### src/design/outlier_rejecting_triaxis_averager_defines.svh
// Assertion macros for the outlier rejecting three-axis averager.
`ifndef OUTLIER_REJECTING_TRIAXIS_AVERAGER_DEFINES_SVH
`define OUTLIER_REJECTING_TRIAXIS_AVERAGER_DEFINES_SVH

`ifndef SYNTH

// Check a property on every clock edge outside reset.
`define ORTA_ASSERT(label, prop, msg) \
  label: assert property (@(posedge clk_i) disable iff (!rst_ni) (prop)) else $error(msg);

// Check that a condition leads to another in the next cycle.
`define ORTA_ASSERT_NEXT(label, pre, post, msg) \
  label: assert property (@(posedge clk_i) disable iff (!rst_ni) (pre) |=> (post)) \
    else $error(msg);

`else

`define ORTA_ASSERT(label, prop, msg)
`define ORTA_ASSERT_NEXT(label, pre, post, msg)

`endif

`endif

### src/design/orta_pkg.sv
// Shared types, constants and helpers of the outlier rejecting three-axis averager.
package orta_pkg;

  localparam int unsigned SampleBits        = 16;
  localparam int unsigned CfgBits           = 7;
  localparam int unsigned NumAxes           = 3;
  localparam int unsigned MaxAverageDefault = 64;
  localparam int unsigned AverageCountReset = 32;
  localparam int unsigned MinCount          = 2;
  localparam int unsigned SigmaLimit        = 3;
  localparam int unsigned MinAccepts        = 10;

  // Last cycle of the lane test pipeline, counted from zero.
  localparam logic [1:0] CalcLast = 2'd3;

  typedef enum logic [1:0] {
    ST_IDLE,
    ST_CALC,
    ST_DIV
  } state_e;

  typedef struct packed {
    logic signed [SampleBits-1:0] sample_x;
    logic signed [SampleBits-1:0] sample_y;
    logic signed [SampleBits-1:0] sample_z;
  } sample_t;

  typedef struct packed {
    logic signed [SampleBits-1:0] avg_x;
    logic signed [SampleBits-1:0] avg_y;
    logic signed [SampleBits-1:0] avg_z;
  } avg_t;

  typedef struct packed {
    logic clear;
    logic est_add;
    logic capture;
    logic acc_add;
    logic div_start;
  } lane_ctrl_t;

  typedef struct packed {
    logic ok;
    logic div_done;
  } lane_stat_t;

  // Clamp a written average count into the supported range.
  function automatic int unsigned eff_n(input logic [CfgBits-1:0] value,
                                        input int unsigned max_avg);
    int unsigned v;
    v = 32'(value);
    if (v < MinCount) begin
      return MinCount;
    end
    if (v > max_avg) begin
      return max_avg;
    end
    return v;
  endfunction

endpackage

### src/design/orta_ctrl.sv
// Sequencer and merge stage: phase, counts, lane verdicts and restart decisions.
module orta_ctrl #(
  parameter int unsigned MAX_AVERAGE = orta_pkg::MaxAverageDefault
) (
  input  logic                                        clk_i,
  input  logic                                        rst_ni,
  input  logic                                        in_valid_i,
  output logic                                        in_ready_o,
  input  logic                                        cfg_we_i,
  input  logic [orta_pkg::CfgBits-1:0]                cfg_data_i,
  input  orta_pkg::lane_stat_t [orta_pkg::NumAxes-1:0] lane_stat_i,
  input  logic                                        out_free_i,
  output orta_pkg::lane_ctrl_t                        lane_ctrl_o,
  output logic [$clog2(MAX_AVERAGE+1)-1:0]            n_o,
  output logic                                        out_load_o
);
  import orta_pkg::*;

  localparam int unsigned NW   = $clog2(MAX_AVERAGE + 1);
  localparam int unsigned CntW = $clog2(MAX_AVERAGE + 2);

  state_e          state_q, state_d;
  logic [1:0]      calc_q, calc_d;
  logic            test_phase_q, test_phase_d;
  logic [CntW-1:0] est_q, est_d;
  logic [CntW-1:0] acc_q, acc_d;
  logic [CntW-1:0] rej_q, rej_d;
  logic [NW-1:0]   n_q, n_d;
  logic [CntW-1:0] n_ext;
  logic [CntW-1:0] est_n, acc_n, rej_n;
  logic            all_ok, all_done;

  assign n_o = n_q;

  always_comb begin
    all_ok   = 1'b1;
    all_done = 1'b1;
    for (int i = 0; i < NumAxes; i++) begin
      all_ok   = all_ok & lane_stat_i[i].ok;
      all_done = all_done & lane_stat_i[i].div_done;
    end
    n_ext = CntW'(n_q);
    est_n = est_q + CntW'(1);
    acc_n = acc_q + CntW'(all_ok);
    rej_n = rej_q + CntW'(!all_ok);

    state_d      = state_q;
    calc_d       = calc_q;
    test_phase_d = test_phase_q;
    est_d        = est_q;
    acc_d        = acc_q;
    rej_d        = rej_q;
    n_d          = n_q;
    lane_ctrl_o  = '0;
    out_load_o   = 1'b0;
    in_ready_o   = (state_q == ST_IDLE) && !cfg_we_i;

    if (cfg_we_i) begin
      // New count: drop everything and start estimating afresh.
      n_d               = NW'(eff_n(cfg_data_i, MAX_AVERAGE));
      test_phase_d      = 1'b0;
      est_d             = '0;
      acc_d             = '0;
      rej_d             = '0;
      lane_ctrl_o.clear = 1'b1;
      state_d           = ST_IDLE;
    end else begin
      unique case (state_q)
        ST_IDLE: begin
          if (in_valid_i) begin
            if (!test_phase_q) begin
              lane_ctrl_o.est_add = 1'b1;
              est_d               = est_n;
              if (est_n >= n_ext) begin
                test_phase_d = 1'b1;
                acc_d        = '0;
                rej_d        = '0;
              end
            end else begin
              lane_ctrl_o.capture = 1'b1;
              calc_d              = '0;
              state_d             = ST_CALC;
            end
          end
        end
        ST_CALC: begin
          if (calc_q == CalcLast) begin
            lane_ctrl_o.acc_add = all_ok;
            if (acc_n >= n_ext) begin
              lane_ctrl_o.div_start = 1'b1;
              lane_ctrl_o.clear     = 1'b1;
              test_phase_d          = 1'b0;
              est_d                 = '0;
              acc_d                 = '0;
              rej_d                 = '0;
              state_d               = ST_DIV;
            end else if ((rej_n > acc_n && 32'(acc_n) > MinAccepts) || rej_n > n_ext) begin
              lane_ctrl_o.clear = 1'b1;
              test_phase_d      = 1'b0;
              est_d             = '0;
              acc_d             = '0;
              rej_d             = '0;
              state_d           = ST_IDLE;
            end else begin
              acc_d   = acc_n;
              rej_d   = rej_n;
              state_d = ST_IDLE;
            end
          end else begin
            calc_d = calc_q + 2'd1;
          end
        end
        ST_DIV: begin
          if (all_done && out_free_i) begin
            out_load_o = 1'b1;
            state_d    = ST_IDLE;
          end
        end
        default: begin
          state_d = ST_IDLE;
        end
      endcase
    end
  end

  always_ff @(posedge clk_i or negedge rst_ni) begin
    if (!rst_ni) begin
      state_q      <= ST_IDLE;
      calc_q       <= '0;
      test_phase_q <= 1'b0;
      est_q        <= '0;
      acc_q        <= '0;
      rej_q        <= '0;
      n_q          <= NW'(eff_n(CfgBits'(AverageCountReset), MAX_AVERAGE));
    end else begin
      state_q      <= state_d;
      calc_q       <= calc_d;
      test_phase_q <= test_phase_d;
      est_q        <= est_d;
      acc_q        <= acc_d;
      rej_q        <= rej_d;
      n_q          <= n_d;
    end
  end

endmodule

### config.mk
export PLATFORM = sky130hd
export DESIGN_NAME = orta_ctrl
export DESIGN_NICKNAME = d
export VERILOG_FILES = /design/src/design/outlier_rejecting_triaxis_averager_defines.svh /design/src/design/orta_pkg.sv /design/src/design/orta_ctrl.sv
export SDC_FILE = /design/constraint.sdc
export NUM_CORES = 1
export LEC_CHECK = 0
export BUFFER_PORTS_ARGS = -buffer_cell sky130_fd_sc_hd__buf_2
export CELL_PAD_IN_SITES_DETAIL_PLACEMENT = 1
export CELL_PAD_IN_SITES_GLOBAL_PLACEMENT = 2
export CORE_MARGIN = 2
export CORE_UTILIZATION = 35
export DETAILED_ROUTE_END_ITERATION = 10
export GPL_TIMING_DRIVEN = 0
export PLACE_DENSITY_LB_ADDON = 0.1
export SYNTH_ARGS = -nofsm -noshare
export SYNTH_HDL_FRONTEND = slang
export SYNTH_SLANG_ARGS = --single-unit
### constraint.sdc
create_clock -name clk_i -period 4.68 [get_ports clk_i]
set_input_delay 0.702 -clock clk_i [delete_from_list [all_inputs] [get_ports clk_i]]
set_output_delay 0.702 -clock clk_i [all_outputs]
set_load 0.01 [all_outputs]
### Word-level counts from Yosys, hierarchy flattened

Cells that the tools add are included.

| storage, ports and cells | value |
|---|---|
| bits in registers | 33 |
| input bits | 18 |
| output and inout bits | 14 |

| cells by class | value |
|---|---|
| $add $sub $neg | 4 |
| magnitude comparators | 7 |
| eq/ne operators | 13 |
| multiplexer cells | 64 |
| bitwise logic cells | 5 |
| reduce and logical (&&, ||, !) cells | 14 |

Operators by type and width:

| kind | number |
|---|---|
| two-way mux 7 bit | 20 |
| case mux 7 bit (2 select lines) | 3 |
| two-way mux 2 bit | 14 |
| two-way mux 1 bit | 23 |
| != test 3 bit, second input constant | 5 |
| AND reduction 5 bit | 3 |
| adder 7 x 1 -> 7 bit | 2 |
| >= comparator 7 bit | 2 |
| > comparator 7 bit | 2 |
| AND reduction 4 bit | 2 |
| adder 7 x 1 -> 7 bit, second input constant | 1 |
| > comparator 7 x 4 -> 1 bit, second input constant | 1 |
| > comparator 7 bit, second input constant | 1 |
| < comparator 7 x 2 -> 1 bit, second input constant | 1 |
| != test 2 bit, second input constant | 3 |
| case mux 2 bit (3 select lines) | 1 |
| bitwise AND 1 bit | 4 |
| equality test 2 bit, second input constant | 2 |
| two-way mux 4 bit | 1 |
| != test 4 bit, second input constant | 1 |
| case mux 2 bit (2 select lines) | 1 |
| logical AND 1 bit | 3 |
| != test 3 x 2 -> 1 bit, second input constant | 1 |
| nonzero test 3 bit | 1 |
| 8 further kinds | 9 |

### Logic depth before layout (Yosys ltp)

| logic depth | value |
|---|---|
| depth after elaboration | 12 |
| depth in mapped cells | 15 |

### Worst setup path before layout

Ideal clock, no wire load.

| timing | value |
|---|---|
| kind | input to output |
| from | in lane_stat_i[5] (netlist name) |
| to | out lane_ctrl_o[4] (netlist name) |
| data arrival time | 3.106 ns |
| slack | 0.872 ns |
| stages on the path | 14 |
| path buffers | 0 |
| cells stage by stage | nand3_1 inv_1 ha_1 ha_1 nand2_1 nor2_1 xor2_1 inv_1 ha_1 nand3_1 or3_1 o32ai_4 nor2_1 a2bb2oi_1 |

RTL lines:

| what | RTL line | RTL |
|---|---|---|
| from (decl) | orta_ctrl.sv:11 | `input orta_pkg::lane_stat_t [orta_pkg::NumAxes-1:0] lane_stat_i,` |
| to (decl) | orta_ctrl.sv:13 | `output orta_pkg::lane_ctrl_t lane_ctrl_o,` |

==> flow_summary.json <==
{
  "grt_pass1_vias": 2228,
  "place_ws_ns": 0.132,
  "status": "finished clean",
  "hp-class": "in -> async",
  "tightest_slew_ns": 0.782,
  "syn_area_per_cell_um2": 9.31,
  "drive_above_1_share": 0.186,
  "ant_nets": 0,
  "synthCells": 268,
  "seq_area_um2": 827,
  "path_cells": "buf_2, nand3_1, inv_1, ha_1, ha_1, nand2_1, nor2_1, xor2_2, inv_1, ha_1, nand3_1, or3_1, o32ai_4, nor2_1, a2bb2oi_1, buf_2",
  "routed_wl_mm": 6.64,
  "cp-startpoint": "lane_stat_i[5]",
  "yosys_warnings": 0,
  "cpMostUsedCell": "ha_1",
  "numCtsBuffers": 5,
  "cts-htree-levels": 2,
  "drtIter0Drc": 31,
  "cap_violations": 0,
  "path_class": "in -> out",
  "die_w_um": 88.5,
  "timing.hold.ws_ns": 0.484,
  "cpPeakStageDelay_ns": 0.42,
  "io_buffer_count": 30,
  "viasPerCell": 5.08,
  "grt_pass1_wl_mm": 11.2,
  "ir_worst_vdd_mv": 0.155,
  "drc_errors": 0,
  "syn_nets": 317,
  "setup_violations": 0,
  "die_h_um": 88.5,
  "area_growth_pct": 14.4,
  "place.gp.congestion": 0.770,
  "setup_ws_ns": 0.229,
  "row_count": 30,
  "clk_path_buf_depth": 2,
  "cp-start-kind": "primary input",
  "clock_sinks": 33,
  "grt_max_degree": 34,
  "p_switching_uw": 254,
  "io_pins": 32,
  "min_period_ns": 4.45,
  "clkPwrFrac": 0.292,
  "yosysSeqAreaShare": 0.331,
  "hold_violations": 0,
  "intPower_uw": 488,
  "reg2reg_depth": 13,
  "synth.distinct_cells": 50,
  "multiInputGateArea_um2": 1560,
  "required_ns": 3.98,
  "worstPathMaxFanout": 5,
  "postCtsHoldBufs": 0,
  "slew_headroom": 0.478,
  "ys_seq_elements": 33,
  "fin_nets": 354,
  "p_seq_frac": 0.442,
  "vias": 2042,
  "reg2reg_slack_ns": 1.14,
  "cts_tree": "yes",
  "tns_ns": 0,
  "r2r_end": "acc_q[5]$_DFFE_PN0P_",
  "start_util": 0.365,
  "synth_top_flop_cell": "dfrtp_1",
  "leakagePower_uw": 0.00141,
  "async_flop_share": 1.00,
  "rsz0062_at_grt": "false",
  "syn_area_um2": 2500,
  "clk_pin_slew_ns": 0.07,
  "drv_slew": 0,
  "dpl.hpwl_mm": 5.17,
  "grtUsageTotal": 0.190,
  "grt_overflow": 0,
  "fin_crit_sh": 0.951,
  "dr.pass1.iters": 5,
  "crit_slowest_cell": "or3_1",
  "clock_latency_ns": 0.29,
  "synth-edff-count": 0,
  "worst_ep_arrival_time_ns": 3.75,
  "cts_setup_buffers": 0,
  "fin_cells": 402,
  "pwr-share-comb": 0.265,
  "dieArea_um2": 7820,
  "cts_resized": 0,
  "switching_share": 0.343,
  "antennaDiodeCount": 0,
  "root_buffer": "clkbuf_8",
  "timing.fmax_mhz": 225,
  "fill_cells": 835,
  "coreArea_um2": 6830,
  "cp-end-kind": "primary output",
  "routedWlPerCell_um": 16.5,
  "r2r_start": "acc_q[0]$_DFFE_PN0P_",
  "antenna_found_initial": 0,
  "final.setup_skew_ns": 0.00490,
  "placedCellCount": 394,
  "powerDensity_nw_per_um2": 260
}
==> final cells by class <==
cell class	count	area share
repair buffers	30	0.0526
plain buffers	7	0.0118
well taps	96	0.0420
clock buffers	6	0.0254
inverters	22	0.0289
clock inverters	2	0.00350
multi-input cells	206	0.546
flip-flops and latches	33	0.290
==> per-layer routing <==
metal,vias up,GRT usage,wire [µm]
met1,992,0.235,2980
met4,0,0.0537,83
met5,-,0,0
li1,1031,-,-
met2,11,0.342,3480
met3,8,0.0280,100
==> through the flow <==
step / total power [µW] / util / instance area (µm²)
finish: 742 / 0.418 / 2860
global route: 797 / 0.418 / 2860
CTS: 755 / 0.417 / 2850
detailed placement: 535 / 0.405 / 2770
global placement: 529 / 0.405 / 2770
floorplan: 463 / - / 2500
==> cell usage in the layout, fill, tap and decap left out, drive strengths merged, types with 3 or more instances in the layout <==
| cell | Yosys | layout |
|---|---|---|
| nand2 | 33 | 33 |
| nor2 | 16 | 16 |
| xnor2 | 7 | 7 |
| o21bai | 3 | 3 |
| dfrtp | 32 | 32 |
| o31ai | 10 | 10 |
| a21oi | 10 | 10 |
| nand4 | 3 | 3 |
| o22ai | 7 | 7 |
| ha | 31 | 31 |
| nor3 | 3 | 3 |
| nand2b | 6 | 6 |
| o21ai | 12 | 12 |
| inv | 22 | 22 |
| a21o | 4 | 4 |
| and3 | 3 | 3 |
| xor2 | 11 | 11 |
| buf | 1 | 31 |
| clkbuf | 6 | 12 |
| nand3 | 13 | 13 |
| a22o | 7 | 7 |
| nor2b | 3 | 3 |
==> how the worst max path moves through the flow <==
stage	to	slack, ns	depth (start not counted)
after floorplan	lane_ctrl_o[4]	0.87	14
after global placement	lane_ctrl_o[4]	0.12	16
after detailed placement	lane_ctrl_o[4]	0.13	16
after CTS	lane_ctrl_o[4]	0.11	16
after global routing	lane_ctrl_o[4]	0.03	16
final	lane_ctrl_o[4]	0.23	16
==> critical path, delay by kind of cell <==
| kind | cells | cell delay (ns) |
|---|---|---|
| AO/OA/AOI/OAI | 2 | 0.37 |
| XOR/XNOR | 1 | 0.31 |
| adder cells (fa/ha/maj) | 3 | 0.86 |
| buffers and inverters | 4 | 0.47 |
| AND/OR/NAND/NOR | 6 | 1.03 |
==> flip-flops by register name, summed over array words and instances, names as in the netlist <==
| signal | count |
|---|---|
| acc_q | 7 |
| est_q | 7 |
| n_o | 7 |
| rej_q | 7 |
| calc_q | 2 |
| state_q | 2 |
| test_phase_q | 1 |
==> Yosys cell counts, types with 2 or more instances <==
| cell type | n | area share |
|---|---|---|
| clkbuf_1 | 6 | 0.0090 |
| nor2_1 | 16 | 0.024 |
| ha_1 | 31 | 0.16 |
| a21o_1 | 4 | 0.012 |
| nand2b_1 | 6 | 0.015 |
| nand4_1 | 3 | 0.0075 |
| mux2i_1 | 2 | 0.0080 |
| inv_1 | 21 | 0.032 |
| a211oi_1 | 2 | 0.0060 |
| nand3b_1 | 2 | 0.0060 |
| nand2_1 | 33 | 0.050 |
| a22o_1 | 7 | 0.025 |
| nand3_1 | 11 | 0.022 |
| nor3_1 | 3 | 0.0060 |
| o21ai_0 | 8 | 0.016 |
| o31ai_1 | 3 | 0.0090 |
| a21oi_1 | 10 | 0.020 |
| xor2_1 | 9 | 0.032 |
| xor2_2 | 2 | 0.013 |
| o21bai_1 | 3 | 0.0090 |
| and3_1 | 3 | 0.0075 |
| dfrtp_1 | 32 | 0.32 |
| nor2b_1 | 3 | 0.0075 |
| nand3_2 | 2 | 0.0080 |
| o21ai_1 | 3 | 0.0060 |
| xnor2_1 | 7 | 0.025 |
| o31ai_2 | 7 | 0.035 |
| o22ai_1 | 7 | 0.018 |
==> cells by family (layout without fill, tap and decap cells) <==
logic type,after synthesis,in the layout,synth area share
flops,33,33,0.331
compound gates,66,66,0.213
buf+inv,29,67,0.0466
mux,3,3,0.0125
xor+xnor,18,18,0.0692
simple gates,87,87,0.168
fa+ha+maj,32,32,0.159
==> power by group through the flow <==
stage / logic (µW) / clock network, µW / registers, µW
global route: 226 / 238 / 333
floorplan: 132 / 0 / 331
CTS: 202 / 225 / 328
global placement: 196 / 0 / 333
detailed placement: 201 / 0 / 334
finish: 197 / 217 / 328
(Power assumes the default switching activity.)
